### src/sv/sct_pkg.sv
// Shared types, constants and helpers for the shell command tokenizer.
// Depends on nothing; the front end, queue, back end, top level and testbench import it.
`timescale 1ns / 1ps
`default_nettype none

package sct_pkg;

	// Result kinds as they appear on the output channel.
	typedef enum logic [2:0] {
		K_LIT      = 3'd0,
		K_NAME     = 3'd1,
		K_NAME_END = 3'd2,
		K_TOK_END  = 3'd3,
		K_CMD_END  = 3'd4
	} kind_t;

	// Characters with a meaning of their own to the parser.
	localparam logic [7:0] CH_SEMI   = 8'h3B;
	localparam logic [7:0] CH_LF     = 8'h0A;
	localparam logic [7:0] CH_DOLLAR = 8'h24;
	localparam logic [7:0] CH_USCORE = 8'h5F;
	localparam logic [7:0] CH_BTICK  = 8'h60;
	localparam logic [7:0] CH_SQUOTE = 8'h27;
	localparam logic [7:0] CH_DQUOTE = 8'h22;
	localparam logic [7:0] CH_BSLASH = 8'h5C;
	localparam logic [7:0] CH_SPACE  = 8'h20;

	localparam int MAX_RES = 4;
	localparam int QDEPTH  = 4;

	typedef struct packed {
		kind_t      kind;
		logic [7:0] data;
	} res_t;

	// All results caused by one input beat, in order; cnt is 0 to 4, and only bundles with a nonzero cnt are queued.
	typedef struct packed {
		logic [2:0]             cnt;
		res_t [MAX_RES-1:0]     res;
	} bundle_t;

	// Appends one result; anything beyond four is dropped.
	function automatic bundle_t push_res(bundle_t b, kind_t k, logic [7:0] d);
		bundle_t r;
		r = b;
		if (!b.cnt[2]) begin
			r.res[b.cnt[1:0]].kind = k;
			r.res[b.cnt[1:0]].data = d;
			r.cnt = b.cnt + 3'd1;
		end
		return r;
	endfunction

endpackage

`default_nettype wire

### src/sv/sct_req_if.sv
// Input channel of the tokenizer: one command-line byte and its flags per beat.
// Stand-alone; no package needed.
`timescale 1ns / 1ps
`default_nettype none

interface sct_req_if;
	logic       valid;
	logic       ready;
	logic [7:0] in_byte;
	logic       has_byte;
	logic       final_req;

	modport source (output valid, output in_byte, output has_byte, output final_req,
		input ready);
	modport sink (input valid, input in_byte, input has_byte, input final_req,
		output ready);
endinterface

`default_nettype wire

### src/sv/sct_tok_if.sv
// Output channel of the tokenizer: one token mark per beat.
// Stand-alone; no package needed.
`timescale 1ns / 1ps
`default_nettype none

interface sct_tok_if;
	logic       valid;
	logic       ready;
	logic [2:0] kind;
	logic [7:0] out_byte;
	logic       last;

	modport source (output valid, output kind, output out_byte, output last,
		input ready);
	modport sink (input valid, input kind, input out_byte, input last,
		output ready);
endinterface

`default_nettype wire

### src/sv/sct_front.sv
// Front end: accepts input beats, runs the parse-mode machine and bundles the
// results of each beat. Depends on sct_pkg and sct_req_if.
`timescale 1ns / 1ps
`default_nettype none

module sct_front
	import sct_pkg::*;
(
	input  wire logic    clk,
	input  wire logic    arst_n,
	sct_req_if.sink      req,
	output logic         bnd_valid,
	input  wire logic    bnd_ready,
	output bundle_t      bnd
);

	typedef enum logic [2:0] {
		M_NORMAL = 3'd0,
		M_DQUOTE = 3'd1,
		M_ESCAPE = 3'd2,
		M_NAME   = 3'd3,
		M_SQUOTE = 3'd4
	} mode_t;

	mode_t mode_q;
	logic  rtq_q, tok_q, cmd_q, nam_q;

	mode_t   m;
	logic    rtq, tok, cmd, nam, skip;
	bundle_t b;
	logic    acc;

	function automatic logic is_name_char(logic [7:0] c);
		return (c >= 8'h61 && c <= 8'h7A) || (c >= 8'h41 && c <= 8'h5A) ||
			(c >= 8'h30 && c <= 8'h39) || c == CH_USCORE;
	endfunction

	always_comb begin
		m    = mode_q;
		rtq  = rtq_q;
		tok  = tok_q;
		cmd  = cmd_q;
		nam  = nam_q;
		skip = 1'b0;
		b    = '0;

		if (req.has_byte) begin
			if (m == M_NAME) begin
				if (is_name_char(req.in_byte)) begin
					b    = push_res(b, K_NAME, req.in_byte);
					nam  = 1'b1;
					tok  = 1'b1;
					skip = 1'b1;
				end else begin
					// An empty name stands for a literal dollar sign.
					if (nam) begin
						b = push_res(b, K_NAME_END, 8'h00);
					end else begin
						b   = push_res(b, K_LIT, CH_DOLLAR);
						tok = 1'b1;
					end
					nam = 1'b0;
					m   = rtq ? M_DQUOTE : M_NORMAL;
					rtq = 1'b0;
				end
			end

			if (!skip) begin
				unique case (m)
					M_DQUOTE: begin
						if (req.in_byte == CH_DQUOTE) begin
							m = M_NORMAL;
						end else if (req.in_byte == CH_BSLASH) begin
							m   = M_ESCAPE;
							rtq = 1'b1;
						end else if (req.in_byte == CH_DOLLAR) begin
							m   = M_NAME;
							rtq = 1'b1;
							nam = 1'b0;
						end else begin
							b   = push_res(b, K_LIT, req.in_byte);
							tok = 1'b1;
						end
					end
					M_ESCAPE: begin
						if (!rtq) begin
							if (req.in_byte != CH_LF) begin
								b   = push_res(b, K_LIT, req.in_byte);
								tok = 1'b1;
							end
							m = M_NORMAL;
						end else begin
							// Inside double quotes only a few characters lose the backslash.
							if (!(req.in_byte == CH_DOLLAR || req.in_byte == CH_BTICK ||
								req.in_byte == CH_DQUOTE || req.in_byte == CH_BSLASH)) begin
								b = push_res(b, K_LIT, CH_BSLASH);
							end
							b   = push_res(b, K_LIT, req.in_byte);
							tok = 1'b1;
							m   = M_DQUOTE;
						end
						rtq = 1'b0;
					end
					M_SQUOTE: begin
						if (req.in_byte == CH_SQUOTE) begin
							m = M_NORMAL;
						end else begin
							b   = push_res(b, K_LIT, req.in_byte);
							tok = 1'b1;
						end
					end
					default: begin
						m = M_NORMAL;
						case (req.in_byte) inside
							CH_BSLASH: begin
								m   = M_ESCAPE;
								rtq = 1'b0;
							end
							CH_DQUOTE: m = M_DQUOTE;
							CH_DOLLAR: begin
								m   = M_NAME;
								rtq = 1'b0;
								nam = 1'b0;
							end
							CH_SPACE: begin
								if (tok) begin
									b   = push_res(b, K_TOK_END, 8'h00);
									tok = 1'b0;
									cmd = 1'b1;
								end
							end
							CH_SQUOTE: m = M_SQUOTE;
							CH_SEMI, CH_LF: begin
								if (tok) begin
									b   = push_res(b, K_TOK_END, 8'h00);
									tok = 1'b0;
									cmd = 1'b1;
								end
								if (cmd) begin
									b   = push_res(b, K_CMD_END, 8'h00);
									cmd = 1'b0;
								end
							end
							default: begin
								b   = push_res(b, K_LIT, req.in_byte);
								tok = 1'b1;
							end
						endcase
					end
				endcase
			end
		end

		if (req.final_req) begin
			if (m == M_NAME) begin
				if (nam) begin
					b = push_res(b, K_NAME_END, 8'h00);
				end else begin
					b   = push_res(b, K_LIT, CH_DOLLAR);
					tok = 1'b1;
				end
			end
			if (tok) begin
				b   = push_res(b, K_TOK_END, 8'h00);
				tok = 1'b0;
				cmd = 1'b1;
			end
			if (cmd) begin
				b   = push_res(b, K_CMD_END, 8'h00);
				cmd = 1'b0;
			end
			m   = M_NORMAL;
			rtq = 1'b0;
			nam = 1'b0;
		end
	end

	assign req.ready = bnd_ready;
	assign acc       = req.valid && bnd_ready;
	assign bnd_valid = req.valid && (b.cnt != 3'd0);
	assign bnd       = b;

	always_ff @(posedge clk or negedge arst_n) begin
		if (!arst_n) begin
			mode_q <= M_NORMAL;
			rtq_q  <= 1'b0;
			tok_q  <= 1'b0;
			cmd_q  <= 1'b0;
			nam_q  <= 1'b0;
		end else if (acc) begin
			mode_q <= m;
			rtq_q  <= rtq;
			tok_q  <= tok;
			cmd_q  <= cmd;
			nam_q  <= nam;
		end
	end

endmodule

`default_nettype wire

### src/sv/sct_queue.sv
// Small queue of result bundles between the front and back ends.
// Depends on sct_pkg for the bundle type.
`timescale 1ns / 1ps
`default_nettype none

module sct_queue
	import sct_pkg::*;
#(
	parameter int DEPTH = QDEPTH
) (
	input  wire logic    clk,
	input  wire logic    arst_n,
	input  wire logic    wr_valid,
	output logic         wr_ready,
	input  wire bundle_t wr_data,
	output logic         rd_valid,
	input  wire logic    rd_ready,
	output bundle_t      rd_data
);

	localparam int PW = (DEPTH > 1) ? $clog2(DEPTH) : 1;
	localparam int CW = $clog2(DEPTH + 1);

	bundle_t         mem_q [DEPTH];
	logic [PW-1:0]   wptr_q, rptr_q;
	logic [CW-1:0]   cnt_q;
	logic            wr, rd;

	assign wr_ready = (cnt_q != CW'(DEPTH));
	assign rd_valid = (cnt_q != '0);
	assign rd_data  = mem_q[rptr_q];
	assign wr       = wr_valid && wr_ready;
	assign rd       = rd_valid && rd_ready;

	always_ff @(posedge clk) begin
		if (wr) begin
			mem_q[wptr_q] <= wr_data;
		end
	end

	always_ff @(posedge clk or negedge arst_n) begin
		if (!arst_n) begin
			wptr_q <= '0;
			rptr_q <= '0;
			cnt_q  <= '0;
		end else begin
			if (wr) begin
				wptr_q <= (wptr_q == PW'(DEPTH - 1)) ? '0 : wptr_q + PW'(1);
			end
			if (rd) begin
				rptr_q <= (rptr_q == PW'(DEPTH - 1)) ? '0 : rptr_q + PW'(1);
			end
			if (wr && !rd) begin
				cnt_q <= cnt_q + CW'(1);
			end else if (rd && !wr) begin
				cnt_q <= cnt_q - CW'(1);
			end
		end
	end

endmodule

`default_nettype wire

### src/sv/sct_back.sv
// Back end: unpacks one bundle at a time into single output beats and marks
// the last beat of each input item. Depends on sct_pkg and sct_tok_if.
`timescale 1ns / 1ps
`default_nettype none

module sct_back
	import sct_pkg::*;
(
	input  wire logic    clk,
	input  wire logic    arst_n,
	input  wire logic    bnd_valid,
	output logic         bnd_ready,
	input  wire bundle_t bnd,
	sct_tok_if.source    tok
);

	bundle_t    cur_q;
	logic       valid_q;
	logic [1:0] idx_q;
	logic       at_end;

	assign at_end    = ({1'b0, idx_q} == cur_q.cnt - 3'd1);
	// The next bundle is taken when none is held or as the last beat of the current one leaves.
	assign bnd_ready = !valid_q || (tok.ready && at_end);

	assign tok.valid    = valid_q;
	assign tok.kind     = cur_q.res[idx_q].kind;
	assign tok.out_byte = cur_q.res[idx_q].data;
	assign tok.last     = at_end;

	always_ff @(posedge clk) begin
		if (bnd_valid && bnd_ready) begin
			cur_q <= bnd;
		end
	end

	always_ff @(posedge clk or negedge arst_n) begin
		if (!arst_n) begin
			valid_q <= 1'b0;
			idx_q   <= '0;
		end else if (bnd_ready) begin
			valid_q <= bnd_valid;
			idx_q   <= '0;
		end else if (tok.ready) begin
			idx_q <= idx_q + 2'd1;
		end
	end

endmodule

`default_nettype wire

### src/sv/shell_command_tokenizer.sv
// Top level of the shell command tokenizer: front end, bundle queue, back end.
// Depends on sct_pkg, sct_req_if, sct_tok_if, sct_front, sct_queue, sct_back.
//
//   channel | dir | beat carries
//   --------+-----+----------------------------------------------
//   req     | in  | in_byte, has_byte, final_req
//   tok     | out | kind, out_byte, last
//
// An input beat is taken every cycle while the queue has room; its results
// (up to four) are parsed in that cycle and queued as one bundle.
// The back end sends one result per cycle while the output is ready and a
// bundle is held, each result as a beat of its own on the output.
// Items that cause no result are taken at the input and queue nothing.
// arst_n returns the parser to normal mode and empties queue and output.
`timescale 1ns / 1ps
`default_nettype none

module shell_command_tokenizer
	import sct_pkg::*;
#(
	parameter int QUEUE_DEPTH = QDEPTH
) (
	input  wire logic    clk,
	input  wire logic    arst_n,
	sct_req_if.sink      req,
	sct_tok_if.source    tok
);

	logic    f_valid, f_ready;
	bundle_t f_data;
	logic    b_valid, b_ready;
	bundle_t b_data;

	sct_front u_front (
		.clk       (clk),
		.arst_n    (arst_n),
		.req       (req),
		.bnd_valid (f_valid),
		.bnd_ready (f_ready),
		.bnd       (f_data)
	);

	sct_queue #(
		.DEPTH (QUEUE_DEPTH)
	) u_queue (
		.clk      (clk),
		.arst_n   (arst_n),
		.wr_valid (f_valid),
		.wr_ready (f_ready),
		.wr_data  (f_data),
		.rd_valid (b_valid),
		.rd_ready (b_ready),
		.rd_data  (b_data)
	);

	sct_back u_back (
		.clk       (clk),
		.arst_n    (arst_n),
		.bnd_valid (b_valid),
		.bnd_ready (b_ready),
		.bnd       (b_data),
		.tok       (tok)
	);

endmodule

`default_nettype wire

### src/flat_wrapper.sv
// flat-port wrapper written by rule: the top's interface ports become plain ports
module shell_command_tokenizer_flat import sct_pkg::*;
#(
	parameter int QUEUE_DEPTH = QDEPTH
)
  (clk, arst_n, req_valid, req_in_byte, req_has_byte, req_final_req, req_ready, tok_valid, tok_kind, tok_out_byte, tok_last, tok_ready);
  sct_req_if req_i ();
  sct_tok_if tok_i ();
  input  wire logic clk;
  input  wire logic arst_n;
  input wire logic [$bits(req_i.valid)-1:0] req_valid;
  input wire logic [$bits(req_i.in_byte)-1:0] req_in_byte;
  input wire logic [$bits(req_i.has_byte)-1:0] req_has_byte;
  input wire logic [$bits(req_i.final_req)-1:0] req_final_req;
  output wire logic [$bits(req_i.ready)-1:0] req_ready;
  output wire logic [$bits(tok_i.valid)-1:0] tok_valid;
  output wire logic [$bits(tok_i.kind)-1:0] tok_kind;
  output wire logic [$bits(tok_i.out_byte)-1:0] tok_out_byte;
  output wire logic [$bits(tok_i.last)-1:0] tok_last;
  input wire logic [$bits(tok_i.ready)-1:0] tok_ready;
  assign req_i.valid = req_valid;
  assign req_i.in_byte = req_in_byte;
  assign req_i.has_byte = req_has_byte;
  assign req_i.final_req = req_final_req;
  assign req_ready = req_i.ready;
  assign tok_valid = tok_i.valid;
  assign tok_kind = tok_i.kind;
  assign tok_out_byte = tok_i.out_byte;
  assign tok_last = tok_i.last;
  assign tok_i.ready = tok_ready;
  shell_command_tokenizer #(.QUEUE_DEPTH(QUEUE_DEPTH)) u_core (.clk(clk), .arst_n(arst_n), .req(req_i), .tok(tok_i));
endmodule
### config.mk
export PLATFORM = sky130hd
export DESIGN_NAME = shell_command_tokenizer_flat
export DESIGN_NICKNAME = d
export VERILOG_FILES = /design/src/sv/sct_pkg.sv /design/src/sv/sct_req_if.sv /design/src/sv/sct_tok_if.sv /design/src/sv/sct_front.sv /design/src/sv/sct_queue.sv /design/src/sv/sct_back.sv /design/src/sv/shell_command_tokenizer.sv /design/src/flat_wrapper.sv
export SDC_FILE = /design/constraint.sdc
export NUM_CORES = 1
export LEC_CHECK = 0
export ABC_AREA = 1
export BUFFER_PORTS_ARGS = -buffer_cell sky130_fd_sc_hd__buf_2
export CAP_MARGIN = 0
export CORE_MARGIN = 1.5
export CORE_UTILIZATION = 25
export DETAILED_ROUTE_END_ITERATION = 7
export REMOVE_ABC_BUFFERS = 1
export SYNTH_ARGS = -nofsm -noshare
export SYNTH_HDL_FRONTEND = slang
export SYNTH_SLANG_ARGS = --single-unit
export TNS_END_PERCENT = 100
### constraint.sdc
create_clock -name clk -period 6.5 [get_ports clk]
set_input_delay 0.65 -clock clk [delete_from_list [all_inputs] [get_ports clk]]
set_output_delay 0.65 -clock clk [all_outputs]
set_load 0.1 [all_outputs]
* Yosys cells after proc, flatten, opt, wreduce, memory -nomap -nowiden
Memories as Yosys holds them, arrays and structs flattened. A register that Yosys moved wholly into a read port is not among the register bits.
Cells that the tools add are included.
** Operators by class
- Add/subtract/negate cells :: 12
- Order comparisons :: 19
- Eq/ne operators :: 19
- Multiplexer cells :: 191
- Reduce and logical (&&, ||, !) cells :: 35
** Operators by type and width (count)
- 47-bit two-way mux :: 49
- 44-bit bitwise mux :: 17
- 11-bit demux with 2-bit select :: 12
- 47-bit one-hot mux with 3 select lines :: 1
- 11-bit two-way mux :: 7
- 1-bit two-way mux :: 72
- 3-bit two-way mux :: 17
- 8-bit two-way mux :: 6
- 8-bit by 6-bit == test with 1-bit output, second input constant :: 5
- 8-bit by 7-bit == test with 1-bit output, second input constant :: 3
- 11-bit binary-select mux with 2-bit select :: 1
- 3-bit by 1-bit adder with 3-bit output, second input constant :: 7
- 2-bit by 3-bit less-than comparator with 1-bit output, second input constant :: 7
- 8-bit by 7-bit >= comparator with 1-bit output, second input constant :: 2
- 8-bit by 7-bit <= comparator with 1-bit output, second input constant :: 2
- 1-bit logical AND :: 16
- 2-bit by 1-bit >= comparator with 1-bit output, second input constant :: 6
- 10-bit two-way mux :: 1
- 3-bit by 2-bit == test with 1-bit output, second input constant :: 3
- 3-bit one-hot mux with 3 select lines :: 1
- 8-bit by 4-bit == test with 1-bit output, second input constant :: 1
- 8-bit by 6-bit >= comparator with 1-bit output, second input constant :: 1
- 8-bit by 6-bit <= comparator with 1-bit output, second input constant :: 1
- 2-bit two-way mux :: 4
- other kinds (17) :: 34
** Word-level totals
- Flip-flop bits (word level) :: 17
- Memory bits (writable) :: 188
- Input port bits :: 14
- Output and inout bits :: 14
- Word-level logic and storage cells :: 287
- Memories :: 1
** Memories
- u_core.u_queue.mem_q :: depth 4, bits a word 47, read ports 1, clocked after memory_dff 1, write ports 1, line sct_queue.sv:24 : bundle_t mem_q [DEPTH];

* Depth between registers and ports, before layout
- Depth in word-level cells :: 77
- Depth in mapped cells :: 41
- Mapped depth without buffers :: 40

* Cells and area by module
A second synthesis with hierarchy kept.
** Second synthesis, totals
- Cells, all modules :: 1293
- Area, all modules :: 13385.3 µm²
** By module, submodules not included
- sct_queue :: instances 1, cells each 607, area each 8200.4 µm², seq. area each 5820.6 µm²
- sct_front :: instances 1, cells each 548, area each 3279.4 µm², seq. area each 175.2 µm²
- sct_back :: instances 1, cells each 138, area each 1905.6 µm², seq. area each 1486.4 µm²

* Worst setup path before layout
No wires, ideal clock.
- Path type :: input-to-reg
- Start :: input req_in_byte[4]
- End :: memory u_core.u_queue.mem_q[3][0] (netlist name), enable pin
- Setup time :: 0.452 ns
- Arrival time :: 6.120 ns
- Required time :: 6.048 ns
- Path slack :: -0.071 ns
- Stages :: 28
- Path buffers :: 1
- Cell sequence :: buf_2 -> inv_2 -> nand2_1 -> nor2_2 -> nand3_1 -> nand3_1 -> nor2_1 -> inv_1 -> ha_1 -> o21ai_1 -> nand2_1 -> nand3_1 -> nor2_1 -> a21oi_1 -> ha_1 -> o21ai_1 -> ha_1 -> nand2_1 -> nand2_1 -> ha_1 -> inv_1 -> nand4_1 -> nand2_1 -> nor2_2 -> nor2_4 -> nand3_4 -> nand2_4 -> nor2_1
** On the way
- Cells in the longest elaborated chain, start to end :: 48
- Elaborated cells on any way between the ends :: 159
- Classes of those cells :: add/sub (5); order compare (6); eq/ne (14); mux (119); reduce/logical (15)
** RTL lines
- start, declared :: line flat_wrapper.sv:12 : input wire logic [$bits(req_i.in_byte)-1:0] req_in_byte;
- 8-bit by 7-bit >= comparator with 1-bit output / 8-bit by 7-bit <= comparator with 1-bit output (equally long branches) :: line sct_front.sv:34 : return (c >= 8'h61 && c <= 8'h7A) || (c >= 8'h41 && c <= 8'h5A) ||
- 1-bit logical AND :: line sct_front.sv:34
- 1-bit logical OR (2 in series) :: line sct_front.sv:34
- 1-bit logical OR :: line sct_front.sv:35 : (c >= 8'h30 && c <= 8'h39) || c == CH_USCORE;
- 1-bit two-way mux :: line sct_front.sv:49 : if (is_name_char(req.in_byte)) begin
- 1-bit two-way mux :: line sct_front.sv:48 : if (m == M_NAME) begin
- 1-bit two-way mux :: line sct_front.sv:47 : if (req.has_byte) begin
- 47-bit two-way mux :: line sct_front.sv:126 : if (tok) begin
- [... 31 more ...]
- 47-bit two-way mux :: line sct_pkg.sv:46 : if (!b.cnt[2]) begin
- 47-bit two-way mux :: line sct_front.sv:168 : if (cmd) begin
- 47-bit two-way mux * :: line sct_front.sv:154 : if (req.final_req) begin
- 3-bit nonzero test * :: line sct_front.sv:180 : assign bnd_valid = req.valid && (b.cnt != 3'd0);
- 1-bit logical AND * :: line sct_front.sv:180
- 1-bit logical AND * :: line sct_queue.sv:32 : assign wr = wr_valid && wr_ready;
- 1-bit two-way mux * :: line sct_queue.sv:36 : if (wr) begin
- 1-bit two-way mux (implied by the code) * :: line sct_queue.sv:37 : mem_q[wptr_q] <= wr_data;
- end, declared :: line sct_queue.sv:24
Mark *: on every way between the ends. The rest lies on a longest branch, timed or not. The select of a mux whose other input is x is not followed.

* Final worst setup path
- Start :: input req_in_byte[1]
- End :: register u_core.u_queue.cnt_q[2]
** On the way
- Cells in the longest elaborated chain, start to end :: 49
- Elaborated cells on any way between the ends :: 162
- Classes of those cells :: add/sub (5); order compare (6); eq/ne (14); mux (118); reduce/logical (19)
** RTL lines
- 8-bit by 7-bit >= comparator with 1-bit output / 8-bit by 7-bit <= comparator with 1-bit output (equally long branches) :: line sct_front.sv:34
- 1-bit logical AND :: line sct_front.sv:34
- 1-bit logical OR (2 in series) :: line sct_front.sv:34
- 1-bit logical OR :: line sct_front.sv:35
- 1-bit two-way mux :: line sct_front.sv:49
- 1-bit two-way mux :: line sct_front.sv:48
- 1-bit two-way mux :: line sct_front.sv:47
- 47-bit two-way mux :: line sct_front.sv:126
- [... 33 more ...]
- 47-bit two-way mux * :: line sct_front.sv:154
- 3-bit nonzero test * :: line sct_front.sv:180
- 1-bit logical AND * :: line sct_front.sv:180
- 1-bit logical AND * :: line sct_queue.sv:32
- via u_core.u_queue.wr :: line sct_queue.sv:27 : logic wr, rd;
- 1-bit logical NOT :: line sct_queue.sv:55 : end else if (rd && !wr) begin
- 1-bit logical AND :: line sct_queue.sv:55
- 2-bit nonzero test (no source line)
- end signal, assigned :: line sct_queue.sv:54 : cnt_q <= cnt_q + CW'(1);
- end signal, assigned :: line sct_queue.sv:56 : cnt_q <= cnt_q - CW'(1);
- end, declared :: line sct_queue.sv:26 : logic [CW-1:0] cnt_q;
The timed path passes the listed nets; every way through them passes the cells marked *. The select of a mux whose other input is x is not followed.
A chain may end at the register's enable or synchronous reset.

==> run_results.csv <==
group,metric,value,unit
status,status,"completed",
timing,rsz0062_at_grt,"false",
clocking,root_buffer,"clkbuf_16",
setup_path,cp.required,6900,ps
die,initial_utilization,25.4,%
drt,via_count,9037,
setup_path,cp.arrival,6040,ps
timing,period_share,86.7,%
die,die_h,224,um
yosys,synth.distinct_cells,53,
global_route,grt_pass1_wl,51200,um
yosys,avgSynthCellArea,10.2,sq um
setup_path,crit_top_cell,"nand2_1",
timing,fmax,0.178,GHz
timing,hold_ws,81.5,ps
yosys,async_reset_ff_share,6.75,%
global_route,grt_max_degree,97,
clocking,cts.sinks,252,
clocking,cts_resized,0,
power_and_ir_drop,power_density,433,nW/um^2
timing,setup-violations-final,0,
clocking,cts_buffers,26,
timing,min_period,5630,ps
timing,drv_slew,0,
global_route,grt_overflow,0,
setup_path,crit_type,"primary input to register",
clocking,clk_pin_slew,60,ps
yosys,ys.flop_type,"edfxtp_1",
die,coreArea,47900,sq um
final_layout,multi_input_area,4150,sq um
setup_path,crit_cells,37,
clocking,postCtsHoldBufs,0,
timing,worstMarginPinSlew,1000,ps
die,num_rows,80,
final_layout,areaGrowthSynthToFinish,15.5,%
setup_path,path_delay_family,"simple AND/OR/NAND/NOR gates",
setup_path,path_buf_inv,7,
global_route,gr-usage-all-layers,13.0,%
place,hpwl,22400,um
final_layout,drive_gt1_share,12.6,%
final_layout,seq_area,7480,sq um
yosys,ys_seq_area_share,61.4,%
final_layout,layout_commonest_cell,"edfxtp_1",
place,io_buffers,27,
setup_path,cp_slowest_cell,"fa_1",
run,maxCapViolations,0,
timing,slew_headroom,32.9,%
clocking,clock_latency,520,ps
clocking,postCtsSetupRepairBufs,0,
clocking,h-tree-depth,1,
setup_path,cp_max_fo,7,
yosys,syn_inst,1197,
final_layout,nFillCells,4871,
drt,wl_per_cell,17.8,um
power_and_ir_drop,leakage,0.00512,uW
yosys,ys.warnings.count,0,
timing,hold_viol,0,
drt,dr.pass1.iters,5,
final_layout,final_cell_mix,"235 x edfxtp_1, 200 x nor2_1, 161 x o21ai_0",
hold_path,worstHoldPathType,"primary input to async pin",
power_and_ir_drop,peakVddDrop,0.000186,V
drt,via_per_inst,4.84,
final_layout,fin_nets,1271,
die,die-area,50100,sq um
yosys,ys_ff_latch,252,
drt,drt_iter0_markers,756,
drt,postRouteAntennaNets,0,
drt,drt_wl_total,33200,um
drt,remaining_drc_errors,0,
setup_path,start_kind,"primary input",
clocking,cts_buffer_depth,3,
setup_path,rr_worst_depth,34,
timing,fin_worst_skew,12.5,ps
global_route,grt_pass1_vias,8849,
setup_path,slowest_delay,440,ps
power_and_ir_drop,finalPower,6100,uW
place,finalWeightedCongestion,0.953,
die,die_x,224,um
final_layout,final_core_util,29.4,%
yosys,synth-edff-count,235,
global_route,antenna_found_initial,2,
yosys,synth_area,12200,sq um
die,pin_count,28,
clocking,cts_tree,"yes",
setup_path,cp-end-kind,"register",
==> final timing paths <==
check                           slack, ps                                 start                                    to
worst min-delay path                   80                                arst_n   u_core.u_back.tok.valid$_DFFE_PN0N_
worst max register to register        900  u_core.u_front.mode_q[0]$_DFFE_PN0P_   u_core.u_queue.cnt_q[2]$_DFFE_PN0P_
worst min register to register        500   u_core.u_queue.cnt_q[2]$_DFFE_PN0P_   u_core.u_queue.cnt_q[2]$_DFFE_PN0P_
max in group asynchronous            6060                                arst_n  u_core.u_queue.rptr_q[0]$_DFFE_PN0P_
min in group clk                      470                             tok_ready    u_core.u_back.idx_q[0]$_DFFE_PN0P_
worst max-delay path                  870                        req_in_byte[1]   u_core.u_queue.cnt_q[2]$_DFFE_PN0P_
==> per-stage QoR <==
| stage | area, sq um | TNS [ps] | instances | worst slack (ps) |
|---|---|---|---|---|
| 6_report | 14100 | 0 | 1866 | 867 |
| 5_1_grt | 14100 | 0 | 1866 | 321 |
| 4_1_cts | 14100 | 0 | 1865 | 922 |
| 3_5_place_dp | 13300 | 0 | 1817 | 383 |
| 3_3_place_gp | 13300 | 0 | 1817 | 442 |
| 2_1_floorplan | 12000 | -33650 | 1142 | -179 |
==> metal layers <==
metal	wire [um]	global-route usage (%)	up-vias
li1	-	-	4315
met1	14600	17.1	4401
met2	16000	22.4	263
met3	1670	1.63	56
met4	919	4.03	2
met5	10	0	-
==> cells by family (layout without fill, tap and decap cells) <==
group	Yosys count	after routing	synth area share [%]
AND/OR/NAND/NOR	450	450	16.1
AO/OA/AOI/OAI	307	307	14.3
flip-flops	252	252	61.4
buffers and inverters	154	207	4.87
adder cells (fa/ha/maj)	27	27	2.83
XOR/XNOR	6	6	0.431
multiplexers	1	1	0.0924
other	0	1	0
==> where the power goes <==
| group | switching [uW] | total, uW | internal, uW |
|---|---|---|---|
| registers | 114 | 2350 | 2240 |
| logic | 1750 | 2340 | 598 |
| clock network | 599 | 1400 | 805 |
| total | 2460 | 6100 | 3640 |
==> state kept, by name (all words and copies together), names as in the netlist <==
register                 count
u_core.u_back.tok.valid      1
u_core.u_back.idx_q          2
u_core.u_queue.cnt_q         3
u_core.u_back.cur_q         47
u_core.u_queue.mem_q       188
u_core.u_front.tok_q         1
u_core.u_queue.rptr_q        2
u_core.u_front.cmd_q         1
u_core.u_front.mode_q        3
u_core.u_front.rtq_q         1
u_core.u_queue.wptr_q        2
u_core.u_front.nam_q         1
==> synthesized netlist by cell type (2+ instances only) <==
master	instances	area (sq um)
o21ai_1	7	35.0
xnor2_1	3	26.3
o21ai_0	161	806
nand4_2	2	25.0
nand3_1	43	215
edfxtp_1	235	7060
ha_1	26	325
a31oi_1	7	43.8
o31ai_1	4	30.0
inv_1	80	300
a32oi_1	2	17.5
a31o_2	2	17.5
o21a_1	2	15.0
nor2_4	5	56.3
nor2_1	205	769
xor2_1	3	26.3
buf_2	8	40.0
clkbuf_1	45	169
nand4_1	9	56.3
o32ai_1	2	17.5
o22ai_1	65	407
dfrtp_1	17	425
nand2_1	144	541
nand2_2	10	62.6
clkinv_1	2	7.51
nand3_2	3	30.0
nor2_2	5	31.3
a211oi_1	2	15.0
nor3_1	15	75.1
nor2_8	2	40.0
nand2_4	2	22.5
a22oi_1	2	15.0
nor4_1	2	12.5
o211ai_1	11	82.6
a21oi_1	31	155
inv_2	16	60.1
==> cell type report <==
type,instances,share of cell area (%)
multi-input cells,791,29.5
clock inverters,13,0.719
repair buffers,60,3.52
well taps,615,5.46
inverters,99,2.66
clock buffers,35,5.01
flip-flops and latches,252,53.1
diodes,1,0.0178
(Power assumes the default switching activity.)
